**config.mk**
```make
export PLATFORM = sky130hd
export DESIGN_NAME = zero_run_length_decoder
export DESIGN_NICKNAME = d
export VERILOG_FILES = /design/src/hw/rtl/zrld_pkg.sv /design/src/hw/rtl/zero_run_length_decoder.sv /design/src/hw/rtl/zrld_cmd_fifo.sv /design/src/hw/rtl/zrld_front.sv /design/src/hw/rtl/zrld_back.sv
export SDC_FILE = /design/constraint.sdc
export NUM_CORES = 1
export LEC_CHECK = 0
export BUFFER_PORTS_ARGS = -buffer_cell sky130_fd_sc_hd__buf_2
export CAP_MARGIN = 20
export CORE_ASPECT_RATIO = 0.5
export CORE_MARGIN = 2
export CORE_UTILIZATION = 55
export CTS_BUF_LIST = sky130_fd_sc_hd__clkbuf_2
export CTS_CLUSTER_SIZE = 28
export DETAILED_ROUTE_END_ITERATION = 10
export PLACE_DENSITY = 0.85
export SYNTH_ARGS = -nofsm -noshare
export SYNTH_HDL_FRONTEND = slang
export SYNTH_HIERARCHICAL = 1
export SYNTH_SLANG_ARGS = --single-unit
```
**constraint.sdc**
```tcl
create_clock -name clk -period 4.8 [get_ports clk]
set_input_delay 0.48 -clock clk [delete_from_list [all_inputs] [get_ports clk]]
set_output_delay 0.48 -clock clk [all_outputs]
set_load 0.005 [all_outputs]
```
**src/hw/rtl/zrld_pkg.sv**
```systemverilog
// ---------------------------------------------------------------------------
// zrld_pkg
// Shared types and constants for the zero run length decoder.
// ---------------------------------------------------------------------------
`default_nettype none

package zrld_pkg;

  localparam int BYTE_W  = 8;
  localparam int COUNT_W = 16;
  localparam int RUN_W   = 6;

  // control byte fields
  localparam int unsigned CTRL_PAIR_BIT = 7;
  localparam int unsigned CTRL_ZERO_BIT = 6;
  localparam logic [2:0]  PAIR_ZERO_MASK = 3'h7;
  localparam logic [3:0]  PAIR_LIT_MASK  = 4'hf;
  localparam logic [5:0]  RUN_MASK       = 6'h3f;

  // one request from the front to the back: a literal byte or a zero run
  typedef struct packed {
    logic              is_lit;
    logic [BYTE_W-1:0] data;    // literal value, or zero count in the low bits
  } cmd_t;

  typedef struct packed {
    logic [BYTE_W-1:0]  out_byte;
    logic [COUNT_W-1:0] out_index;
    logic               last_of_run;
    logic               limit_hit;
  } result_t;

endpackage

`default_nettype wire

```
**src/hw/rtl/zero_run_length_decoder.sv**
```systemverilog
// ---------------------------------------------------------------------------
// zero_run_length_decoder
// Zero run length decoder: compressed byte stream in, decompressed bytes out.
// ---------------------------------------------------------------------------
// Input channel: drive in_byte with push; a byte is taken on a clock edge
// with push high and full low. Result channel: while empty is low the oldest
// result (out_byte, out_index, last_of_run, limit_hit) is on the ports; pop
// takes it. cfg_write with cfg_data sets the output limit (reset 65535);
// write it only while the block is idle.
// A front stage classifies each byte into a literal or zero-run request and
// places it in a QUEUE_DEPTH-entry request queue; the back stage gives one
// output byte per cycle unless the result is held. A literal gives one
// output byte; a control byte with N zeros gives N zero bytes, none when N
// is zero. A taken byte passes the request queue, then the result register.
// The back stage is the rate limit: full rises once the queue holds
// QUEUE_DEPTH requests. A stalled receiver holds the result register, then
// the queue, then full. Reset empties the queue and the result register,
// clears the output count and the stopped flag, and sets the limit to 65535.
// Once the limit is reached, further input is taken and dropped.
// ---------------------------------------------------------------------------
`default_nettype none

module zero_run_length_decoder
  import zrld_pkg::*;
#(
  parameter int QUEUE_DEPTH = 4
) (
  input  wire logic               clk,
  input  wire logic               rst,
  input  wire logic               push,
  output logic                    full,
  input  wire logic [BYTE_W-1:0]  in_byte,
  output logic                    empty,
  input  wire logic               pop,
  output logic [BYTE_W-1:0]       out_byte,
  output logic [COUNT_W-1:0]      out_index,
  output logic                    last_of_run,
  output logic                    limit_hit,
  input  wire logic               cfg_write,
  input  wire logic [COUNT_W-1:0] cfg_data
);

  logic [COUNT_W-1:0] output_limit;
  logic               q_wr;
  cmd_t               q_wdata;
  logic               q_rd;
  cmd_t               q_rdata;
  logic               q_empty;
  logic               res_valid;
  result_t            res;

  always_ff @(posedge clk) begin
    if (rst) begin
      output_limit <= '1;
    end else if (cfg_write) begin
      output_limit <= cfg_data;
    end
  end

  zrld_front u_front (
    .clk     (clk),
    .rst     (rst),
    .push    (push),
    .in_byte (in_byte),
    .q_full  (full),
    .q_wr    (q_wr),
    .q_data  (q_wdata)
  );

  zrld_cmd_fifo #(
    .DEPTH (QUEUE_DEPTH)
  ) u_queue (
    .clk     (clk),
    .rst     (rst),
    .wr_en   (q_wr),
    .wr_data (q_wdata),
    .full    (full),
    .rd_en   (q_rd),
    .rd_data (q_rdata),
    .empty   (q_empty)
  );

  zrld_back u_back (
    .clk       (clk),
    .rst       (rst),
    .limit     (output_limit),
    .cmd_valid (!q_empty),
    .cmd       (q_rdata),
    .cmd_pop   (q_rd),
    .res_pop   (pop),
    .res_valid (res_valid),
    .res       (res)
  );

  assign empty       = !res_valid;
  assign out_byte    = res.out_byte;
  assign out_index   = res.out_index;
  assign last_of_run = res.last_of_run;
  assign limit_hit   = res.limit_hit;

endmodule

`default_nettype wire

```
**src/hw/rtl/zrld_cmd_fifo.sv**
```systemverilog
// ---------------------------------------------------------------------------
// zrld_cmd_fifo
// Short request queue between the front and back of the decoder.
// ---------------------------------------------------------------------------
`default_nettype none

module zrld_cmd_fifo
  import zrld_pkg::*;
#(
  parameter int DEPTH = 4
) (
  input  wire logic clk,
  input  wire logic rst,
  input  wire logic wr_en,
  input  wire cmd_t wr_data,
  output logic      full,
  input  wire logic rd_en,
  output cmd_t      rd_data,
  output logic      empty
);

  localparam int PTR_W = (DEPTH > 1) ? $clog2(DEPTH) : 1;
  localparam int CNT_W = $clog2(DEPTH + 1);
  localparam logic [PTR_W-1:0] LAST_PTR = PTR_W'(DEPTH - 1);
  localparam logic [CNT_W-1:0] FULL_CNT = CNT_W'(DEPTH);

  cmd_t             mem [DEPTH];
  logic [PTR_W-1:0] wr_ptr;
  logic [PTR_W-1:0] rd_ptr;
  logic [CNT_W-1:0] count;
  logic             do_wr;
  logic             do_rd;

  assign full    = (count == FULL_CNT);
  assign empty   = (count == '0);
  assign do_wr   = wr_en && !full;
  assign do_rd   = rd_en && !empty;
  assign rd_data = mem[rd_ptr];

  always_ff @(posedge clk) begin
    if (do_wr) begin
      mem[wr_ptr] <= wr_data;
    end
  end

  always_ff @(posedge clk) begin
    if (rst) begin
      wr_ptr <= '0;
      rd_ptr <= '0;
      count  <= '0;
    end else begin
      if (do_wr) begin
        wr_ptr <= (wr_ptr == LAST_PTR) ? '0 : wr_ptr + PTR_W'(1);
      end
      if (do_rd) begin
        rd_ptr <= (rd_ptr == LAST_PTR) ? '0 : rd_ptr + PTR_W'(1);
      end
      if (do_wr && !do_rd) begin
        count <= count + CNT_W'(1);
      end else if (do_rd && !do_wr) begin
        count <= count - CNT_W'(1);
      end
    end
  end

endmodule

`default_nettype wire

```
**src/hw/rtl/zrld_front.sv**
```systemverilog
// ---------------------------------------------------------------------------
// zrld_front
// Accepts stream bytes, tracks pending literals and turns each byte into a
// literal or zero-run request.
// ---------------------------------------------------------------------------
`default_nettype none

module zrld_front
  import zrld_pkg::*;
(
  input  wire logic              clk,
  input  wire logic              rst,
  input  wire logic              push,
  input  wire logic [BYTE_W-1:0] in_byte,
  input  wire logic              q_full,
  output logic                   q_wr,
  output cmd_t                   q_data
);

  logic [RUN_W-1:0] lit_pend;
  logic [RUN_W-1:0] lit_pend_next;
  logic [RUN_W-1:0] zeros;
  logic [RUN_W-1:0] lits;
  logic             take;

  assign take = push && !q_full;

  always_comb begin
    if (in_byte[CTRL_PAIR_BIT]) begin
      zeros = {3'b000, in_byte[6:4] & PAIR_ZERO_MASK};
      lits  = {2'b00, in_byte[3:0] & PAIR_LIT_MASK};
    end else if (in_byte[CTRL_ZERO_BIT]) begin
      zeros = in_byte[5:0] & RUN_MASK;
      lits  = '0;
    end else begin
      zeros = '0;
      lits  = in_byte[5:0] & RUN_MASK;
    end
  end

  always_comb begin
    q_wr          = 1'b0;
    q_data.is_lit = 1'b0;
    q_data.data   = in_byte;
    lit_pend_next = lit_pend;
    if (take) begin
      if (lit_pend != '0) begin
        q_wr          = 1'b1;
        q_data.is_lit = 1'b1;
        lit_pend_next = lit_pend - RUN_W'(1);
      end else begin
        // pass every control back, even an empty one, so the limit is checked
        q_wr          = 1'b1;
        q_data.data   = {2'b00, zeros};
        lit_pend_next = lits;
      end
    end
  end

  always_ff @(posedge clk) begin
    if (rst) begin
      lit_pend <= '0;
    end else begin
      lit_pend <= lit_pend_next;
    end
  end

endmodule

`default_nettype wire

```
**src/hw/rtl/zrld_back.sv**
```systemverilog
// ---------------------------------------------------------------------------
// zrld_back
// Executes requests one output byte per cycle unless the result is held,
// counts output bytes against the limit and holds the result register.
// ---------------------------------------------------------------------------
`default_nettype none

module zrld_back
  import zrld_pkg::*;
(
  input  wire logic               clk,
  input  wire logic               rst,
  input  wire logic [COUNT_W-1:0] limit,
  input  wire logic               cmd_valid,
  input  wire cmd_t               cmd,
  output logic                    cmd_pop,
  input  wire logic               res_pop,
  output logic                    res_valid,
  output result_t                 res
);

  logic               finished;
  logic [COUNT_W-1:0] bw;
  logic [COUNT_W-1:0] bw_inc;
  logic [RUN_W-1:0]   zcnt;
  logic               can_load;
  logic               stop;
  logic               hit;
  logic               last_zero;
  logic               no_out;
  logic               emit;

  assign can_load  = !res_valid || res_pop;
  assign stop      = finished || (bw >= limit);
  assign bw_inc    = bw + COUNT_W'(1);
  assign hit       = (bw_inc >= limit);
  assign last_zero = ((zcnt + RUN_W'(1)) == cmd.data[RUN_W-1:0]);
  assign no_out    = !cmd.is_lit && (cmd.data[RUN_W-1:0] == '0);

  always_comb begin
    emit    = 1'b0;
    cmd_pop = 1'b0;
    if (cmd_valid && can_load) begin
      if (stop || no_out) begin
        cmd_pop = 1'b1;   // drop everything once finished, and empty controls
      end else begin
        emit    = 1'b1;
        cmd_pop = cmd.is_lit || hit || last_zero;
      end
    end
  end

  always_ff @(posedge clk) begin
    if (emit) begin
      res.out_byte    <= cmd.is_lit ? cmd.data : '0;
      res.out_index   <= bw;
      res.last_of_run <= cmd.is_lit || hit || last_zero;
      res.limit_hit   <= hit;
    end
  end

  always_ff @(posedge clk) begin
    if (rst) begin
      finished  <= 1'b0;
      bw        <= '0;
      zcnt      <= '0;
      res_valid <= 1'b0;
    end else begin
      if (cmd_valid && can_load && (stop || (emit && hit))) begin
        finished <= 1'b1;
      end
      if (emit) begin
        bw   <= bw_inc;
        zcnt <= cmd_pop ? '0 : zcnt + RUN_W'(1);
      end
      if (emit) begin
        res_valid <= 1'b1;
      end else if (res_pop) begin
        res_valid <= 1'b0;
      end
    end
  end

  a_finished_sticky: assert property (@(posedge clk) disable iff (rst)
    finished |=> finished)
    else $error("finished flag cleared");

  a_count_advance: assert property (@(posedge clk) disable iff (rst)
    emit |=> (bw == $past(bw_inc)) && res_valid)
    else $error("output count did not advance on emit");

  a_hit_finishes: assert property (@(posedge clk) disable iff (rst)
    (emit && hit) |=> finished && res.limit_hit && res.last_of_run)
    else $error("limit hit did not end the request");

endmodule

`default_nettype wire

```
; Word level (Yosys, flattened, before mapping)
; Memory sizes are Yosys's and may differ from the RTL's. A register that Yosys moved wholly into a read port is not among the register bits.
; Index checks and enable logic that the tools add are counted.
[classes]
order_cmp = 2
bitwise_logic = 0
div_mod_pow = 0
n_mux = 24
n_addsub = 7
shift = 0
mul = 0
reduce_logical = 26
n_eq_ne = 4
[ops]
columns = operator, n
row1 = 2-to-1 mux 6 bit, 6
row2 = >= comparator 16 bit, 2
row3 = adder 16 x 1 -> 16 bit (second input constant), 1
row4 = 2-to-1 mux 1 bit, 10
row5 = logical AND 1 bit, 9
row6 = 2-to-1 mux 9 bit, 1
row7 = 2-to-1 mux 2 bit, 4
row8 = 2-to-1 mux 8 bit, 1
row9 = adder 6 x 1 -> 6 bit (second input constant), 1
row10 = == test 6 bit, 1
row11 = logical NOT 1 bit, 6
row12 = logical NOT 6 bit, 1
row13 = logical OR 1 bit, 6
row14 = 2-to-1 mux 3 bit, 2
row15 = nonzero test 6 bit, 1
row16 = subtractor 6 x 1 -> 6 bit (second input constant), 1
row17 = adder 2 x 1 -> 2 bit (second input constant), 2
row18 = == test 2 bit (second input constant), 2
row19 = nonzero test 2 bit, 2
row20 = adder 3 x 1 -> 3 bit (second input constant), 1
row21 = == test 3 bit (second input constant), 1
row22 = logical NOT 3 bit, 1
row23 = subtractor 3 x 1 -> 3 bit (second input constant), 1
[totals]
ram_bits = 36
latchBits = 0
output_inout_bits = 28
regBits = 79
memories = 1
word_cells = 77
input_bits = 29
rom_bits = 0
[mem_list]
columns = memory, words, width, read_ports, rd_ports_with_merged_regs, write_ports, line
row1 = u_queue.mem, 4, 9, 1, 1, 1, zrld_cmd_fifo.sv:27  ; cmd_t mem [DEPTH];

; Logic depth before layout (Yosys ltp)
[depth]
ltp_word = 10
depth_mapped = 21
depth_no_buf = 20

; By module
; Netlist, hierarchy kept.
[by_module_without_submodules]
columns = module, area_each_um2, seq_area_each_um2, cells_each, instances
row1 = zrld_back, 3024.2, 1261.2, 307, 1
row2 = zrld_cmd_fifo, 1811.7, 1261.2, 97, 1
row3 = zero_run_length_decoder, 606.8, 320.3, 55, 1
row4 = zrld_front, 434.2, 120.1, 58, 1

; Worst setup path before layout
; OpenSTA, ideal clock, no wires.
[synth_timing]
path_type = reg-to-reg
start = reg u_back.bw[0]
end = reg u_queue.count[2]
arrival_time_ps = 4680
slack_ps = 49
setup_ps = 70
path_stages_with_launch = 22
required_ps = 4730
path_buffers = 1
period_less_slack_ps = 4751
cell_sequence = dfxtp_1 -> ha_1 -> nand3_1 -> nor4_2 -> nand3_1 -> or2_1 -> xnor2_1 -> ha_1 -> nand4_1 -> nor2_1 -> a221oi_1 -> or4b_1 -> buf_2 -> nor2_1 -> a31oi_1 -> o31ai_2 -> ha_1 -> inv_1 -> fa_1 -> xor2_1 -> or3_1 -> a21oi_1
[synth_via]
elab_chain_cells = 10
word_cells_on_any_way = 15
cone_classes = add/sub (1) / order compare (2) / mux (3) / reduce/logical (9)
[synth_lines]
columns = item, line
row1 = "start, declared", zrld_back.sv:23  ; logic [COUNT_W-1:0] bw;
row2 = "start signal, assigned", zrld_back.sv:73  ; bw <= bw_inc;
row3 = adder 16 x 1 -> 16 bit (*), zrld_back.sv:35  ; assign bw_inc = bw + COUNT_W'(1);
row4 = named net u_back.bw_inc[14], zrld_back.sv:24  ; logic [COUNT_W-1:0] bw_inc;
row5 = >= comparator 16 bit (*), zrld_back.sv:36  ; assign hit = (bw_inc >= limit);
row6 = named net u_back.hit, zrld_back.sv:28  ; logic hit;
row7 = logical OR 1 bit (*) (2 in a row), zrld_back.sv:48  ; cmd_pop = cmd.is_lit || hit || last_zero;
row8 = 2-to-1 mux 1 bit (*), zrld_back.sv:44  ; if (stop || no_out) begin
row9 = 2-to-1 mux 1 bit (*), zrld_back.sv:43  ; if (cmd_valid && can_load) begin
row10 = named net q_rd, zero_run_length_decoder.sv:46  ; logic q_rd;
row11 = logical AND 1 bit (*), zrld_cmd_fifo.sv:37  ; assign do_rd = rd_en && !empty;
row12 = logical NOT 1 bit, zrld_cmd_fifo.sv:58  ; if (do_wr && !do_rd) begin
row13 = logical AND 1 bit, zrld_cmd_fifo.sv:58
row14 = 2-to-1 mux 3 bit or nonzero test 2 bit (tied branches), -
row15 = "end signal, assigned", zrld_cmd_fifo.sv:59  ; count <= count + CNT_W'(1);
row16 = "end signal, assigned", zrld_cmd_fifo.sv:61  ; count <= count - CNT_W'(1);
row17 = "end, declared", zrld_cmd_fifo.sv:30  ; logic [CNT_W-1:0] count;
; The timed path passes the listed nets; every way through them passes the cells marked *.
; A chain may end at the register's enable or synchronous reset.

; Worst setup path after layout
[layout_timing]
start = reg u_back.bw[1]
end = reg u_queue.count[2]
[layout_via]
elab_chain_cells = 10
word_cells_on_any_way = 15
cone_classes = add/sub (1) / order compare (2) / mux (3) / reduce/logical (9)
[layout_lines]
columns = item, line
row1 = adder 16 x 1 -> 16 bit (*), zrld_back.sv:35
row2 = named net u_back.bw_inc[14], zrld_back.sv:24
row3 = >= comparator 16 bit (*), zrld_back.sv:36
row4 = logical OR 1 bit (*) (2 in a row), zrld_back.sv:48
row5 = 2-to-1 mux 1 bit (*), zrld_back.sv:44
row6 = 2-to-1 mux 1 bit (*), zrld_back.sv:43
row7 = named net q_rd, zero_run_length_decoder.sv:46
row8 = logical AND 1 bit (*), zrld_cmd_fifo.sv:37
row9 = logical NOT 1 bit, zrld_cmd_fifo.sv:58
row10 = logical AND 1 bit, zrld_cmd_fifo.sv:58
row11 = 2-to-1 mux 3 bit or nonzero test 2 bit (tied branches), -
; Marked as above.

==> summary by stage <==
Drt
The amount of wire on met3 after detailed routing is approximately 620 um. The detail route stage leaves a number of antenna-violating nets equal to 0. The wire length per cell after detailed routing is ~16 um. In the detailed route, the total length drawn on met2 is between 5 and 6 mm. The total wire length after detailed routing is around 12 mm. The detailed router put a total of 5.23 mm of wire on met1. The first-pass iteration count of the detailed router is 5. In this run the top signal layer used is met4. For this run, design rule violations remaining after detail routing come to 0.

The violation count after the first detailed-routing iteration is 221. In the routed layout, each cell is associated on average with a via count of 5.63. The via count is about 4,300.

Synthesis
The per-instance average area after synthesis is around 11 um2. The net count after synthesis is 588. The distinct cell type count after synthesis is 59. Counting every instance in the synthesized netlist gives 517.

Among all flip-flop cells after synthesis, the most frequent one is edfxtp_1. The synthesized design spends more area on one cell type than any other, namely edfxtp_1. In this run, synthesis inferred just over 60 flip-flops with an integrated enable. The flip-flop and latch count after synthesis is about 120.

The Yosys step of the flow raised 6 warnings. Counting flops with an async set or reset pin after synthesis yields a share of 0. In the post-synthesis netlist, the biggest area contributors are edfxtp_1 (32%), dfxtp_1 (19%), ha_1 (8.7%). Of the synthesized area, sequential elements account for 0.504. The area of the mapped netlist is between 0.005 and 0.006 mm2.

The area share of the largest cell type after synthesis is 0.317.

Floorplan
The die height is slightly below 80 um. The horizontal die dimension is 150 um. The die covers about 0.012 mm2. In this run the count of I/O pins placed on the die edge is 57.

The effective utilization at floorplan is 0.570. The core footprint is around 0.010 mm2. The site row count is 26.

STA
In this run the tightest slew margin relative to its limit is 0.559. The final-report max-slew violation count is 0. The number of failing setup endpoints in the final timing report is 0. The final critical-path setup slack is about 240 ps. The pin slew with the least headroom to its limit is approximately 660 ps. Derived from the worst setup path, the maximum achievable clock frequency is approximately 220 MHz.

The number of hold violations in the final report is 0. The clock period minus final worst setup slack is about 4600 ps. In the finished design, the share of the clock period the worst path needs comes to 0.949. For the final routed database, the setup TNS stands at 0 ps.

Between clock sinks in the finished design, the worst skew comes to 30.8 ps.

CTS
Clock latency on the worst-skew pair, taken at its later pin, is around 670 ps. The tree built by TritonCTS fans out to 117 sinks. The clock tree synthesis step divided the H-tree into 4 levels. The TritonCTS clock tree is built. Clock-pin slew was measured on the worst setup and hold paths at 190 ps. The cell sitting at the root of the clock tree is a clkbuf_2. Clock tree synthesis inserted a total of 17 buffers. In this run the deepest clock path goes through 2 buffers.

Worst setup path
STA classifies the critical path endpoint as a register. For the worst setup path, the data required time is 5390 ps. Data arrives at the worst endpoint at slightly above 5000 ps. The critical path in this run is classified as register to register. STA classifies the critical path startpoint as a register. The top fanout value on the critical path is 5.

Place
The routability congestion estimate is about 0.87. At the placement stage, the worst setup path has a slack of -39.2 ps. The detailed placement HPWL is between 8 and 9 mm.

During placement, the flow inserted port buffers numbering 56. The number of placed cells counting well taps is between 700 and 800.

Global route
The overall routing resource usage is 0.217. The via count of the first global-routing pass is 4,065. After global routing the overflow that remains totals 0. Entering global routing, the biggest net connects 34 pins. The first global-routing pass estimated 19.3 mm of wire.

The initial antenna violation count came to 0.

Power
The leakage power figure is roughly 2.8 nW. The worst supply voltage drop on vdd is roughly 370 uV. In this run the power density over the cells is 479 mW/mm2. The post-layout total power is approximately 3.3 mW.

Finish
After the last flow step, the layout net total stands at 677. The final standard cell count with taps included and fillers excluded is 759. The area overhead of the layout relative to synthesis is 16.2%. Measured on the finished design, the core utilization comes to 0.662. The repair_antennas step left the layout with diodes totalling 0.

The number of fill cells is 765. Of the cells placed in the final design, the portion with a size suffix greater than 1 is 0.229. The library cell used most frequently in the layout, excluding fill and tap cells, is edfxtp_1. The top cell types in the final layout, fill and taps aside, are edfxtp_1 (62), buf_2 (56), dfxtp_1 (48).

Outcome
The run finished with clean final reports.

Worst hold path
The tightest min-delay check is of the input port to register type.

Run
Max-cap violations in this run came to 0.
[Yosys cell counts, drive strengths merged (3+ instances only)]
| cell | number |
|---|---|
| dfxtp | 55 |
| buf | 9 |
| or4 | 4 |
| nand2 | 28 |
| a21oi | 35 |
| mux4 | 9 |
| xnor2 | 16 |
| edfxtp | 62 |
| nor4 | 8 |
| inv | 30 |
| or3 | 18 |
| and2 | 12 |
| nor3 | 11 |
| nand2b | 9 |
| a211o | 17 |
| nand4 | 9 |
| o21ai | 18 |
| nor2 | 20 |
| and3 | 5 |
| clkbuf | 10 |
| nor2b | 21 |
| ha | 41 |
| nand3 | 18 |
| a31oi | 4 |
| mux2i | 4 |
| xor2 | 12 |
| or2 | 3 |
| a221o | 4 |
[flip-flops by register name, indices dropped and copies added, names as in the netlist, named ones only]
register,count
u_back/zcnt,6
u_front/lit_pend,6
u_back/res_valid,1
u_back/finished,1
u_back/res,26
u_queue/mem,36
u_queue/wr_ptr,2
u_back/bw,16
u_queue/rd_ptr,2
output_limit,16
u_queue/count,3
[layer usage]
layer | up-vias | global-route usage
met3 | 17 | 0.0637
met1 | 2030 | 0.266
met4 | 0 | 0.0708
met5 | - | 0
li1 | 2099 | -
met2 | 124 | 0.367
[final cells by class]
| type | instances | area (um2) | area share |
|---|---|---|---|
| Clock buffer | 17 | 85.1 | 0.0125 |
| Clock inverter | 15 | 181 | 0.0266 |
| Inverter | 32 | 146 | 0.0214 |
| Multi-Input combinational cell | 349 | 2690 | 0.394 |
| Sequential cell | 117 | 2980 | 0.436 |
| Tap cell | 140 | 175 | 0.0257 |
| Timing Repair Buffer | 89 | 571 | 0.0836 |
[metrics by stage]
step                hold WS [ps]  instance area, um2
finish                      91.0                6830
global route                21.8                6830
CTS                         7.87                6770
detailed placement           485                6320
global placement             470                6320
floorplan                    453                5880
[worst max-delay path, cell delays in order (launching register included)]
cell,delay (ps)
dfxtp_4,410
ha_1,230
nand3_2,120
nor4_2,200
nand3_1,180
or2_1,280
xnor2_1,140
ha_1,300
nand4_1,100
nor2_1,70
a221oi_1,240
or4b_4,520
nor2_1,150
a31oi_1,120
o31ai_2,120
ha_2,260
inv_1,50
fa_1,370
xor2_1,160
or3_1,300
a21oi_1,160
[what timing repair did]
item / 4_1_cts / 5_1_grt
gates resized for setup: 1 / 15
pin swaps: 0 / 5
buffers inserted: 0 / 3
hold buffers: 17 / 0
endpoints found under the hold margin: 17 / 0
endpoints found under the setup margin: 1 / 2
[logic make-up (layout without fill, tap and decap cells)]
kind of cell | after synthesis | in the layout | share of synthesized area
AND/OR/NAND/NOR | 171 | 171 | 0.165
flip-flops | 117 | 117 | 0.504
AO/OA/AOI/OAI | 95 | 95 | 0.114
buffers and inverters | 51 | 153 | 0.0428
adder cells (fa/ha/maj) | 42 | 42 | 0.0907
XOR/XNOR | 28 | 28 | 0.0417
multiplexers | 13 | 13 | 0.0413
[path summary, 6_finish.rpt]
| path | startpoint | to | slack, ps | cells past startpoint |
|---|---|---|---|---|
| worst max-delay path | u_back/bw[1] | u_queue/count[2] | 240 | 20 |
| worst min-delay path | in_byte[1] | u_front/lit_pend[1] | 90 | 3 |
| worst max register to register | u_back/bw[1] | u_queue/count[2] | 240 | 20 |
| worst min register to register | u_back/bw[1] | u_back/res[3] | 510 | 0 |
[where the power goes]
part           internal (mW)  switching (mW)  leakage (nW)
sequential              1.37           0.113          1.05
clock                  0.293           0.401         0.145
combinational          0.473           0.619          1.63
(Power assumes the default switching activity.)
